### src/sv/npsf_pkg.sv
// Package for the nearest polyline segment finder.
// Holds widths, function codes and the status structs of the sum and divider units.
// No dependencies.
`default_nettype none

package npsf_pkg;

    localparam int POS_BITS    = 24;
    localparam int COORD_BITS  = 24;
    localparam int MAX_POINTS  = 256;
    localparam int CNT_BITS    = $clog2(MAX_POINTS + 1);
    localparam int MAG_BITS    = COORD_BITS;
    localparam int DIFF_BITS   = COORD_BITS + 1;
    localparam int LEN_BITS    = 2 * MAG_BITS + 2;
    localparam int DOT_BITS    = LEN_BITS + 1;
    localparam int DIST_BITS   = 52;
    localparam int IDX_BITS    = 8;
    localparam int SQ_CNT_BITS = $clog2(MAG_BITS + 1);
    localparam int MD_CNT_BITS = $clog2(LEN_BITS + 1);

    localparam logic FUNC_QUERY = 1'b0;
    localparam logic FUNC_POINT = 1'b1;

    localparam logic [DIST_BITS-1:0] DIST_ONES = '1;

    typedef logic signed [COORD_BITS-1:0] coord_t;

    typedef struct packed {
        coord_t x;
        coord_t y;
        coord_t z;
    } vec_t;

    typedef struct packed {
        logic                       done;
        logic [LEN_BITS-1:0]        len2;
        logic [LEN_BITS-1:0]        ap2;
        logic [LEN_BITS-1:0]        bp2;
        logic signed [DOT_BITS-1:0] dot;
    } sq_res_t;

    typedef struct packed {
        logic                done;
        logic [LEN_BITS-1:0] quot;
    } md_res_t;

endpackage

`default_nettype wire

### src/sv/npsf_muldiv.sv
// Bit-serial squarer followed by a restoring divider: floor(dot^2 / len2).
// Expects 0 < dot < len2, so the quotient fits in LEN_BITS; depends on npsf_pkg.
`default_nettype none

module npsf_muldiv import npsf_pkg::*; (
    input  logic                clk,
    input  logic                rst_n,
    input  logic                start,
    input  logic [LEN_BITS-1:0] dot,
    input  logic [LEN_BITS-1:0] len2,
    output md_res_t             res
);

    localparam logic [1:0] PH_IDLE = 2'd0;
    localparam logic [1:0] PH_MUL  = 2'd1;
    localparam logic [1:0] PH_DIV  = 2'd2;

    logic [1:0]             phase_reg, phase_next;
    logic                   done_reg, done_next;
    logic [MD_CNT_BITS-1:0] cnt_reg, cnt_next;
    logic [LEN_BITS-1:0]    mcand_reg, mcand_next;
    logic [LEN_BITS-1:0]    mplier_reg, mplier_next;
    logic [LEN_BITS-1:0]    div_reg, div_next;
    logic [LEN_BITS-1:0]    hi_reg, hi_next;
    logic [LEN_BITS-1:0]    lo_reg, lo_next;

    logic [LEN_BITS:0]      psum;
    logic [LEN_BITS:0]      trial;
    logic                   fits;

    always_comb
    begin
        psum  = {1'b0, hi_reg} + (mplier_reg[0] ? {1'b0, mcand_reg} : '0);
        trial = {hi_reg, lo_reg[LEN_BITS-1]};
        fits  = trial >= {1'b0, div_reg};

        phase_next  = phase_reg;
        done_next   = 1'b0;
        cnt_next    = cnt_reg;
        mcand_next  = mcand_reg;
        mplier_next = mplier_reg;
        div_next    = div_reg;
        hi_next     = hi_reg;
        lo_next     = lo_reg;

        case (phase_reg)
            PH_IDLE:
            begin
                if (start)
                begin
                    mcand_next  = dot;
                    mplier_next = dot;
                    div_next    = len2;
                    hi_next     = '0;
                    lo_next     = '0;
                    cnt_next    = '0;
                    phase_next  = PH_MUL;
                end
            end
            PH_MUL:
            begin
                hi_next     = psum[LEN_BITS:1];
                lo_next     = {psum[0], lo_reg[LEN_BITS-1:1]};
                mplier_next = {1'b0, mplier_reg[LEN_BITS-1:1]};
                cnt_next    = cnt_reg + MD_CNT_BITS'(1);
                if (cnt_reg == MD_CNT_BITS'(LEN_BITS - 1))
                begin
                    cnt_next   = '0;
                    phase_next = PH_DIV;
                end
            end
            PH_DIV:
            begin
                hi_next  = fits ? LEN_BITS'(trial - {1'b0, div_reg}) : LEN_BITS'(trial);
                lo_next  = {lo_reg[LEN_BITS-2:0], fits};
                cnt_next = cnt_reg + MD_CNT_BITS'(1);
                if (cnt_reg == MD_CNT_BITS'(LEN_BITS - 1))
                begin
                    phase_next = PH_IDLE;
                    done_next  = 1'b1;
                end
            end
            default:
            begin
                phase_next = PH_IDLE;
            end
        endcase
    end

    always_ff @(posedge clk or negedge rst_n)
    begin
        if (!rst_n)
        begin
            phase_reg <= PH_IDLE;
            done_reg  <= 1'b0;
            cnt_reg   <= '0;
        end
        else
        begin
            phase_reg <= phase_next;
            done_reg  <= done_next;
            cnt_reg   <= cnt_next;
        end
    end

    always_ff @(posedge clk)
    begin
        mcand_reg  <= mcand_next;
        mplier_reg <= mplier_next;
        div_reg    <= div_next;
        hi_reg     <= hi_next;
        lo_reg     <= lo_next;
    end

    assign res.done = done_reg;
    assign res.quot = lo_reg;

    // The partial remainder must stay below the divisor for the quotient to fit.
    a_rem_below_div: assert property (@(posedge clk) disable iff (!rst_n)
        phase_reg == PH_DIV |-> hi_reg < div_reg)
        else $error("remainder not below divisor");

endmodule

`default_nettype wire

### config.mk
export PLATFORM = sky130hd
export DESIGN_NAME = npsf_muldiv
export DESIGN_NICKNAME = d
export VERILOG_FILES = /design/src/sv/npsf_pkg.sv /design/src/sv/npsf_muldiv.sv
export SDC_FILE = /design/constraint.sdc
export NUM_CORES = 1
export LEC_CHECK = 0
export BUFFER_PORTS_ARGS = -buffer_cell sky130_fd_sc_hd__buf_2
export CAP_MARGIN = 20
export CELL_PAD_IN_SITES_DETAIL_PLACEMENT = 1
export CELL_PAD_IN_SITES_GLOBAL_PLACEMENT = 1
export CORE_MARGIN = 3
export CORE_UTILIZATION = 40
export CTS_CLUSTER_DIAMETER = 40
export DETAILED_ROUTE_END_ITERATION = 16
export PLACE_DENSITY_LB_ADDON = 0.1
export RECOVER_POWER = 100
export SYNTH_ARGS = -nofsm -noshare
export SYNTH_HDL_FRONTEND = slang
export SYNTH_SLANG_ARGS = --single-unit
### constraint.sdc
create_clock -name clk -period 9.6 [get_ports clk]
set_input_delay 1.92 -clock clk [delete_from_list [all_inputs] [get_ports clk]]
set_output_delay 1.92 -clock clk [all_outputs]
set_load 0.01 [all_outputs]
==> parameters.txt <==
Parameter                              Value

Outcome
  Outcome    finished with violations
  Violations in the final reports    max-capacitance violations, max-slew violations

Global routing
  Vias in the first global route    13400
  Initial antenna violation count    2
  Pin count of the biggest net entering global routing    83
  Final global-route overflow total    0
  All-layer global routing usage    21.7%
  Wire length of the first global-routing pass    76.1 mm

Place
  Global placement routability congestion    0.873
  Dpl hpwl    36.7 mm
  Number of port buffers    153
  Cells after DPL    2236

Floorplan
  Std cell rows    74
  Number of placed I/O pins    154
  Effective utilization at floorplan    40.6%
  Area enclosed by the die boundary    44100 um2
  Die width    210 um
  Total core area    40900 um2
  Die extent in y    210 um

Clock network
  TritonCTS clock tree    done
  Number of sinks on the clock net    259
  Hold-fix buffers at CTS    0
  Skew-Pair Late Insertion Delay    580 ps
  CTS H-tree lvls    2
  CTS clk-pin slew, worst paths    50 ps
  TritonCTS buffer count    48
  Post_cts resized    0
  Root Driver    sky130_fd_sc_hd__clkbuf_16
  CTS max path bufs    3
  Postcts setup bufs    0

Synth
  Flops & latches, synth    259
  Sequential cell area fraction in the yosys report    46.5%
  Cell with the most instances after synthesis    sky130_fd_sc_hd__edfxtp_1
  Post-synthesis cell count    1628
  Share of flip-flops with an asynchronous set or reset    3.47%
  Commonest cells in the netlist    sky130_fd_sc_hd__edfxtp_1 (250), sky130_fd_sc_hd__a21oi_1 (151), sky130_fd_sc_hd__nand2_1 (116)
  Leading register cell type out of synthesis    sky130_fd_sc_hd__edfxtp_1
  Synthesis warning total    0
  Average instance area after synthesis    10.2 um2
  Number of enable flip-flop cells after synthesis    250
  Yosys top cell area share    45.1%
  Number of distinct standard cells referenced by the synthesized netlist    76
  Mapped Area    16600 um2
  Biggest area contributors in the synthesized netlist    sky130_fd_sc_hd__edfxtp_1 (45%), sky130_fd_sc_hd__ha_1 (7.9%), sky130_fd_sc_hd__a21oi_1 (4.5%)
  Post-synthesis net count    1838
  Yosys top cell by area    sky130_fd_sc_hd__edfxtp_1

Timing
  Final period util    66.1%
  Max Clock Skew    23.5 ps
  Relative slew margins    -122%
  Clock period minus worst slack    6350 ps
  Setup TNS    0 ps
  Slew of the pin with the lowest slew margin    3330 ps
  Number of pins exceeding their max-slew limit in the final report    305
  Hold violation total from the final report    0
  Unrepaired setup endpoints after global routing    false
  Worst hold slack    519 ps
  Final setup violation count    0
  Maximum frequency from static timing analysis    0.158 GHz

Critical path
  R2R Path Start    phase_reg[1]$_DFFE_PN0P_
  Req. time, crit path    9980 ps
  Kind of launch point of the worst setup path    register
  R2R setup slack    3250 ps
  Crit Path Max Fanout    59
  Endpoint kind of the worst setup timing path    register
  Number of cells on the worst reg-to-reg path    8
  Worst setup path category    reg2reg
  Critical register-to-register path endpoint    hi_reg[43]$_DFFE_PP_
  Endpoint arrival time on the critical path    6730 ps

Finish
  Synthesis-to-finish area growth    15.3%
  Combined area of the multi-input logic cells    8240 um2
  Number of nets in the final layout    1966
  Post-Route Utilization    46.8%
  Count of placed standard cells in the final layout, fillers left out    2326
  Share of final-layout standard cells stronger than drive strength 1    11.1%
  Number of fill cells in the layout    4605
  Register cell area after layout    7730 um2

Drt
  DRT Wirelength    48.7 mm
  Pre-antenna DRT Iters    5
  Mean number of vias per cell    5.65
  Remaining antenna violation count after routing    0
  Total number of vias    13100
  Drc violations    0
  Starting DRC count in detailed routing    919
  Routed length per placed instance    21.0 um

Pwr
  Maximum VDD drop    0.333 mV
  Power density cells    423 nW/um2
  Leakage power summed over all cells    7.31 nW

Min path
  Hold-critical path endpoint    cnt_reg[4]$_DFFE_PN0P_
  Hold Path Cell Cnt    1
  Startpoint of the tightest hold check path    cnt_reg[4]$_DFFE_PN0P_
  Min-Delay Path Class    reg2reg

Run
  Max-cap viol count    6
-- area by class of cell --
cell class,instances,area share [%]
flip-flops and latches,259,40.3
diodes,1,0.0131
well taps,532,3.47
clock inverters,28,1.21
multi-input cells,1202,43.0
repair buffers,163,3.77
clock buffers,59,6.59
inverters,82,1.62
-- logic make-up (layout without fill, tap and decap cells) --
logic type,after synthesis,after routing,synth area share (%)
fa+ha+maj,107,107,8.14
mux,57,57,3.81
buf+inv,167,332,3.98
xor+xnor,88,88,4.63
simple gates,449,449,13.6
flops,259,259,46.5
compound gates,501,501,19.3
other cells,0,1,0
-- critical path, cell delays in order, from the launching register on --
cell	delay, ps
sky130_fd_sc_hd__dfrtp_1	380
sky130_fd_sc_hd__inv_1	100
sky130_fd_sc_hd__ha_1	1480
sky130_fd_sc_hd__clkbuf_1	2420
sky130_fd_sc_hd__nand2_1	100
sky130_fd_sc_hd__clkbuf_1	940
sky130_fd_sc_hd__nor3_1	530
sky130_fd_sc_hd__a221oi_2	50
sky130_fd_sc_hd__o21ai_0	80
-- worst max path at each step --
stage	from	endpoint	slack, ps	cells past startpoint
3_3_place_gp	start	hi_reg[42]$_DFFE_PP_	5030	5
5_1_grt	phase_reg[1]$_DFFE_PN0P_	hi_reg[43]$_DFFE_PP_	2620	8
6_report	phase_reg[1]$_DFFE_PN0P_	hi_reg[43]$_DFFE_PP_	3250	8
2_1_floorplan	start	cnt_reg[2]$_DFFE_PN0P_	2200	6
4_1_cts	mplier_reg[0]$_DFFE_PP_	hi_reg[45]$_DFFE_PP_	4960	14
3_5_place_dp	start	hi_reg[46]$_DFFE_PP_	4950	5
-- where the power goes --
part | total [mW] | leakage, nW | switching (mW) | internal [mW]
Sequential | 2.27 | 2.54 | 0.353 | 1.91
Clock | 1.55 | 0.699 | 0.582 | 0.965
Combinational | 4.30 | 4.07 | 2.71 | 1.60
-- layout by cell type (no fill, tap or decap), drive strengths merged, types with 37 or more instances in the layout --
| master | instances |
|---|---|
| nor2 | 97 |
| buf | 60 |
| edfxtp | 250 |
| o22ai | 43 |
| and2 | 60 |
| xnor2 | 51 |
| inv | 85 |
| a21oi | 154 |
| a22oi | 55 |
| mux2 | 51 |
| o21ai | 90 |
| xor2 | 37 |
| nand2 | 116 |
| a21o | 45 |
| clkbuf | 162 |
| nor2b | 64 |
| ha | 105 |
-- metrics by stage --
step / power [mW] / cell area (um2) / worst slack, ps
floorplan: 5.30 / 16600 / 2200
global placement: 6.48 / 17800 / 5030
detailed placement: 6.55 / 17800 / 4950
CTS: 8.15 / 19300 / 4960
global route: 8.74 / 19200 / 2620
finish: 8.12 / 19200 / 3250
-- per-layer routing --
metal / part of all wire (%) / global-route usage, % / wire (um) / up-vias
met2: 41 / 31.2 / 20200 / 328
li1: - / - / - / 6342
met5: 0.018 / 0 / 9 / -
met3: 6.5 / 4.95 / 3180 / 57
met1: 50 / 32.9 / 24500 / 6408
met4: 1.8 / 5.70 / 899 / 2
(Power assumes the default switching activity.)
