`src/sv/npsf_pkg.sv`:
```
// Package for the nearest polyline segment finder.
// Holds widths, function codes and the status structs of the sum and divider units.
// No dependencies.
`default_nettype none

package npsf_pkg;

    localparam int POS_BITS    = 24;
    localparam int COORD_BITS  = 24;
    localparam int MAX_POINTS  = 256;
    localparam int CNT_BITS    = $clog2(MAX_POINTS + 1);
    localparam int MAG_BITS    = COORD_BITS;
    localparam int DIFF_BITS   = COORD_BITS + 1;
    localparam int LEN_BITS    = 2 * MAG_BITS + 2;
    localparam int DOT_BITS    = LEN_BITS + 1;
    localparam int DIST_BITS   = 52;
    localparam int IDX_BITS    = 8;
    localparam int SQ_CNT_BITS = $clog2(MAG_BITS + 1);
    localparam int MD_CNT_BITS = $clog2(LEN_BITS + 1);

    localparam logic FUNC_QUERY = 1'b0;
    localparam logic FUNC_POINT = 1'b1;

    localparam logic [DIST_BITS-1:0] DIST_ONES = '1;

    typedef logic signed [COORD_BITS-1:0] coord_t;

    typedef struct packed {
        coord_t x;
        coord_t y;
        coord_t z;
    } vec_t;

    typedef struct packed {
        logic                       done;
        logic [LEN_BITS-1:0]        len2;
        logic [LEN_BITS-1:0]        ap2;
        logic [LEN_BITS-1:0]        bp2;
        logic signed [DOT_BITS-1:0] dot;
    } sq_res_t;

    typedef struct packed {
        logic                done;
        logic [LEN_BITS-1:0] quot;
    } md_res_t;

endpackage

`default_nettype wire

```
`src/sv/npsf_sqsum.sv`:
```
// Bit-serial sums of products for one segment: |AB|^2, |AP|^2, |BP|^2 and AP.AB.
// Magnitudes shift out MSB first, one bit per cycle; depends on npsf_pkg.
`default_nettype none

module npsf_sqsum import npsf_pkg::*; (
    input  logic    clk,
    input  logic    rst_n,
    input  logic    start,
    input  vec_t    pa,
    input  vec_t    pb,
    input  vec_t    pp,
    output sq_res_t res
);

    logic                          busy_reg, busy_next;
    logic                          done_reg, done_next;
    logic [SQ_CNT_BITS-1:0]        cnt_reg, cnt_next;
    logic [2:0][MAG_BITS-1:0]      umag_reg, umag_next;
    logic [2:0][MAG_BITS-1:0]      vmag_reg, vmag_next;
    logic [2:0][MAG_BITS-1:0]      wmag_reg, wmag_next;
    logic [2:0][MAG_BITS-1:0]      ush_reg, ush_next;
    logic [2:0][MAG_BITS-1:0]      vsh_reg, vsh_next;
    logic [2:0][MAG_BITS-1:0]      wsh_reg, wsh_next;
    logic [2:0]                    flip_reg, flip_next;
    logic [LEN_BITS-1:0]           len_reg, len_next;
    logic [LEN_BITS-1:0]           ap_reg, ap_next;
    logic [LEN_BITS-1:0]           bp_reg, bp_next;
    logic signed [DOT_BITS-1:0]    dot_reg, dot_next;

    coord_t [2:0]                  ca, cb, cp;
    logic signed [DIFF_BITS-1:0]   du [3];
    logic signed [DIFF_BITS-1:0]   dv [3];
    logic signed [DIFF_BITS-1:0]   dw [3];
    logic [LEN_BITS-1:0]           len_add, ap_add, bp_add;
    logic signed [DOT_BITS-1:0]    dot_add;
    logic signed [DOT_BITS-1:0]    vext;

    always_comb
    begin
        ca = {pa.x, pa.y, pa.z};
        cb = {pb.x, pb.y, pb.z};
        cp = {pp.x, pp.y, pp.z};
        for (int i = 0; i < 3; i++)
        begin
            du[i] = DIFF_BITS'(cp[i]) - DIFF_BITS'(ca[i]);
            dv[i] = DIFF_BITS'(cb[i]) - DIFF_BITS'(ca[i]);
            dw[i] = DIFF_BITS'(cp[i]) - DIFF_BITS'(cb[i]);
        end

        len_add = '0;
        ap_add  = '0;
        bp_add  = '0;
        dot_add = '0;
        vext    = '0;
        for (int i = 0; i < 3; i++)
        begin
            if (vsh_reg[i][MAG_BITS-1])
            begin
                len_add = len_add + LEN_BITS'(vmag_reg[i]);
            end
            if (ush_reg[i][MAG_BITS-1])
            begin
                ap_add = ap_add + LEN_BITS'(umag_reg[i]);
                vext   = signed'(DOT_BITS'(vmag_reg[i]));
                if (flip_reg[i])
                begin
                    dot_add = dot_add - vext;
                end
                else
                begin
                    dot_add = dot_add + vext;
                end
            end
            if (wsh_reg[i][MAG_BITS-1])
            begin
                bp_add = bp_add + LEN_BITS'(wmag_reg[i]);
            end
        end

        busy_next = busy_reg;
        done_next = 1'b0;
        cnt_next  = cnt_reg;
        umag_next = umag_reg;
        vmag_next = vmag_reg;
        wmag_next = wmag_reg;
        ush_next  = ush_reg;
        vsh_next  = vsh_reg;
        wsh_next  = wsh_reg;
        flip_next = flip_reg;
        len_next  = len_reg;
        ap_next   = ap_reg;
        bp_next   = bp_reg;
        dot_next  = dot_reg;

        if (start)
        begin
            for (int i = 0; i < 3; i++)
            begin
                umag_next[i] = du[i][DIFF_BITS-1] ? MAG_BITS'(-du[i]) : MAG_BITS'(du[i]);
                vmag_next[i] = dv[i][DIFF_BITS-1] ? MAG_BITS'(-dv[i]) : MAG_BITS'(dv[i]);
                wmag_next[i] = dw[i][DIFF_BITS-1] ? MAG_BITS'(-dw[i]) : MAG_BITS'(dw[i]);
                flip_next[i] = du[i][DIFF_BITS-1] ^ dv[i][DIFF_BITS-1];
            end
            ush_next  = umag_next;
            vsh_next  = vmag_next;
            wsh_next  = wmag_next;
            len_next  = '0;
            ap_next   = '0;
            bp_next   = '0;
            dot_next  = '0;
            cnt_next  = '0;
            busy_next = 1'b1;
        end
        else if (busy_reg)
        begin
            len_next = {len_reg[LEN_BITS-2:0], 1'b0} + len_add;
            ap_next  = {ap_reg[LEN_BITS-2:0], 1'b0} + ap_add;
            bp_next  = {bp_reg[LEN_BITS-2:0], 1'b0} + bp_add;
            dot_next = {dot_reg[DOT_BITS-2:0], 1'b0} + dot_add;
            for (int i = 0; i < 3; i++)
            begin
                ush_next[i] = {ush_reg[i][MAG_BITS-2:0], 1'b0};
                vsh_next[i] = {vsh_reg[i][MAG_BITS-2:0], 1'b0};
                wsh_next[i] = {wsh_reg[i][MAG_BITS-2:0], 1'b0};
            end
            cnt_next = cnt_reg + SQ_CNT_BITS'(1);
            if (cnt_reg == SQ_CNT_BITS'(MAG_BITS - 1))
            begin
                busy_next = 1'b0;
                done_next = 1'b1;
            end
        end
    end

    always_ff @(posedge clk or negedge rst_n)
    begin
        if (!rst_n)
        begin
            busy_reg <= 1'b0;
            done_reg <= 1'b0;
            cnt_reg  <= '0;
        end
        else
        begin
            busy_reg <= busy_next;
            done_reg <= done_next;
            cnt_reg  <= cnt_next;
        end
    end

    always_ff @(posedge clk)
    begin
        umag_reg <= umag_next;
        vmag_reg <= vmag_next;
        wmag_reg <= wmag_next;
        ush_reg  <= ush_next;
        vsh_reg  <= vsh_next;
        wsh_reg  <= wsh_next;
        flip_reg <= flip_next;
        len_reg  <= len_next;
        ap_reg   <= ap_next;
        bp_reg   <= bp_next;
        dot_reg  <= dot_next;
    end

    assign res.done = done_reg;
    assign res.len2 = len_reg;
    assign res.ap2  = ap_reg;
    assign res.bp2  = bp_reg;
    assign res.dot  = dot_reg;

endmodule

`default_nettype wire

```
`config.mk`:
```
export PLATFORM = sky130hd
export DESIGN_NAME = npsf_sqsum
export DESIGN_NICKNAME = d
export VERILOG_FILES = /design/src/sv/npsf_pkg.sv /design/src/sv/npsf_sqsum.sv
export SDC_FILE = /design/constraint.sdc
export NUM_CORES = 2
export LEC_CHECK = 0
export ABC_AREA = 1
export BUFFER_PORTS_ARGS = -buffer_cell sky130_fd_sc_hd__buf_2
export CAP_MARGIN = 5
export CORE_ASPECT_RATIO = 1.2
export CORE_MARGIN = 2
export CORE_UTILIZATION = 51
export CTS_BUF_LIST = sky130_fd_sc_hd__clkbuf_16
export DETAILED_ROUTE_END_ITERATION = 10
export PLACE_DENSITY = 0.69
export SLEW_MARGIN = 10
export SYNTH_ARGS = -nofsm -noshare
export SYNTH_HDL_FRONTEND = slang
export SYNTH_SLANG_ARGS = --single-unit
```
`constraint.sdc`:
```
create_clock -name clk -period 17.85 [get_ports clk]
set_input_delay 3.57 -clock clk [delete_from_list [all_inputs] [get_ports clk]]
set_output_delay 3.57 -clock clk [all_outputs]
set_load 0.05 [all_outputs]
```
==> impl_results.md <==
* Peak VDD IR at 0.08525 mV
* First-pass GRT wire length at 373,800 um
* Final-report hold violation count at 0
* Post-Route Setup TNS at 0 ns
* Row count at 145
* Critical Path AT at between 10 and 15 ns
* Critical path data required time at 18.47 ns
* Relative slew slack at 0.1530
* Shortest period the worst path allows at 9.420 ns
* Setup violation total in the final timing report at 0
* Area share of the largest cell type after synthesis at 0.1955
* Async set-or-reset flop fraction in the synthesized netlist at 0.01089
* Total global routing track utilization at 0.3572
* Synth warn at 0
* Clock root buffer master: clkbuf_16
* TritonCTS sink count at 643
* Post-Syn Area per Cell at 6.657 um2
* Type of origin of the critical path: register
* Floorplan die height at 400.5 um
* Fill cell instance count of the final layout at between 10k and 15k
* Initial standard-cell utilization of the core at 0.5136
* H-tree depth reported by CTS at 3
* Initial antenna violation count at 5
* Worst slack, placed at 8.681 ns
* CTS tree: built
* Average vias per placed instance at 5.732
* Total wirelength of the detailed-routed design at 248,200 um
* Multiplexer fraction of the synthesized cell area at 0
* Maximum clock path buffer count at 3
* Critical path start-end classification: reg -> reg
* Most frequent cells in the layout: nand2_1, inv_1, nor2_1
* Library cell contributing the largest single delay on the critical path: edfxtp_1
* Slew at the pin closest to its max-slew limit at between 1 and 1.5 ns
* Adder and majority gate portion of the synthesized area at 0.1166
* IO Pins at between 400 and 500
* Nets in the synthesized netlist at 10.87k
* Worst-Skew Late Latency at 0.70 ns
* Post-layout worst setup margin at 8.430 ns
* P_leak at 36.41 nW
* CTS buffer count at 73
* Run status: complete, no violations
* First-iteration detailed-routing DRC count at between 6k and 7k
* DIE AREA at 133,900 um2
* Share of synthesized cell area in and, or, nand and nor gates at 0.2969
* #FFs+latches synth at 643
* Number of port buffers at 420
* Power density over cell area at 158.5 nW/um2
* Tcrit/Tclk final at 0.5277
* Max frequency at ~110 MHz
* Unrepaired setup endpoints after global routing: no
* Global placement routability congestion at 1.039
* Number of instances in the synthesized netlist at 10.04k
* Number of enable flip-flop cells after synthesis at roughly 440
* Hold WC Path Type: reg -> reg
* Clock transition time at the flip-flop clock pins of the worst setup and hold paths at 0.07 ns
* DRC violation count after routing at 0
* Number of distinct standard cells referenced by the synthesized netlist at 82
* Residual overflow from global routing at 0
* Post-cts gate resize count at 0
* Kind of end point of the critical path: register
* Fraction of final layout cells sized beyond drive strength 1 at 0.07987
* Cells taking the most area after synthesis: edfxtp_1, nand2_1, ha_1
* Seq/Total Area, Yosys at 0.2584
* Number of detailed-route iterations in the first pass at 6
* Combinational family with the most area after synthesis: simple AND/OR/NAND/NOR gates
* Synth-to-Final Area Change at 9.107%
* Worst Path Max Fanout at 29
* Die span in x at 334.4 um
* Xor and xnor area share after synthesis at 0.07408
* Post-route ant nets at 0
* Critical Path Most Common Cell: nand2_1
* Total of hold buffers inserted after clock tree synthesis at 0
* Count of maximum capacitance violations at 0
* Largest stage delay, worst path at just under 1 ns
* Number of setup buffers added after CTS at 0
* Pin count of the biggest net entering global routing at about 110
* Total via count after detailed routing at 69.49k
* Cell taking the most area after synthesis: edfxtp_1
* Combined flip-flop and latch cell area at around 17,000 um2
* Vias in the first global route at 65.11k
* Synthesized cell area at around 67,000 um2
* Number of nets in the layout at 11.20k
* Most common cell after layout, fill and taps aside: nand2_1
* Final HPWL from detailed placement at 205,400 um
* Leading register cell type out of synthesis: edfxtp_1
* Max Slew Vio Count at 0
* Area fraction in compound gates after synthesis at 0.1691
* Core Footprint at 130,100 um2
* Area of combinational cells with multiple inputs at 43,900 um2
* Worst setup skew after layout at 0.04213 ns
* Per-cell routed wire length at 20.47 um
-- kinds of logic after synthesis --
family          Yosys count
compound gates         1984
flops                   643
xor+xnor                548
buf+inv                1482
fa+ha+maj               610
simple gates           4769
-- stage by stage --
stage / util / hold slack (ns) / area, um2 / power [mW] / cells
after floorplan: - / 0.4944 / 66810 / 7.624 / 10036
after global placement: 0.5419 / 0.4306 / 70490 / 9.778 / 11987
after detailed placement: 0.5419 / 0.4427 / 70490 / 9.842 / 11987
after CTS: 0.5603 / 0.4537 / 72880 / 11.41 / 12119
after global routing: 0.5604 / 0.4784 / 72890 / 12.39 / 12122
final: 0.5604 / 0.4599 / 72900 / 11.56 / 12123
-- worst max-delay path: cells and delay by family (launching register included) --
kind,cells,cell delay (ns)
DFF,1,0.97
and+or+nand+nor,26,4.20
xor gates and xnor gates,4,0.75
AOI/OAI and AO/OA,8,1.76
adders and majority gates,3,0.99
buffers and inverters,5,0.67
-- cells in the mapped netlist (8+ instances only) --
cell and number:
buf_4 9, xor2_2 13, xnor2_1 159, nand2_2 23, edfxtp_1 435, nand4_1 156
nand3_2 9, and2_1 10, inv_2 10, o22ai_1 27, o21ai_1 54, a21o_1 46
o21bai_1 44, ha_1 589, nor3_1 155, a211oi_1 17, inv_1 1276, nand2_1 2828
o221ai_1 9, a21oi_1 813, o31ai_1 20, o21ai_0 654, o211ai_1 24, a21boi_0 22
xor2_1 369, buf_2 8, fa_1 21, nand3_1 501, a31oi_1 80, a221oi_1 16
o21ai_2 29, or2_2 81, nand3b_1 10, dfxtp_1 201, a21oi_2 23, buf_1 32
nor4_1 56, o21a_1 32, nor2_1 887, nor2_2 22, clkbuf_1 134, a22o_1 12
a32o_1 12
-- worst paths after layout --
check | start | endpoint | slack (ns) | cells past startpoint
hold / removal | len_reg[49] | len_reg[49] | 0.46 | 2
setup reg to reg | flip_reg[0] | dot_reg[50] | 8.43 | 46
hold reg to reg | len_reg[49] | len_reg[49] | 0.46 | 2
min in group asynchronous | rst_n | busy_reg | 2.72 | 1
setup / recovery | flip_reg[0] | dot_reg[50] | 8.43 | 46
max in group asynchronous | rst_n | busy_reg | 14.94 | 1
-- power by group --
part | total (mW) | switching (mW) | internal [mW]
registers | 2.43 | 0.348 | 2.08
logic | 7.60 | 5.21 | 2.39
clock network | 1.53 | 0.675 | 0.854
-- cell type report --
class,instances,area share
Tap cell,1690,0.02901
Inverter,1291,0.06675
Sequential cell,643,0.2368
Timing Repair Buffer,452,0.03227
Clock buffer,76,0.02609
Clock inverter,56,0.006711
Multi-Input combinational cell,7911,0.6022
Antenna cell,4,0.0001373
-- layer usage --
metal  track usage  wire length (um)  vias up
met3       0.03747             15950      578
met4        0.1923             14750        4
met1        0.4471            101600    32115
met2        0.6028            115900     2689
met5             0                28        -
li1              -                 -    34103
No activity file was read; power rests on OpenSTA's default activity.
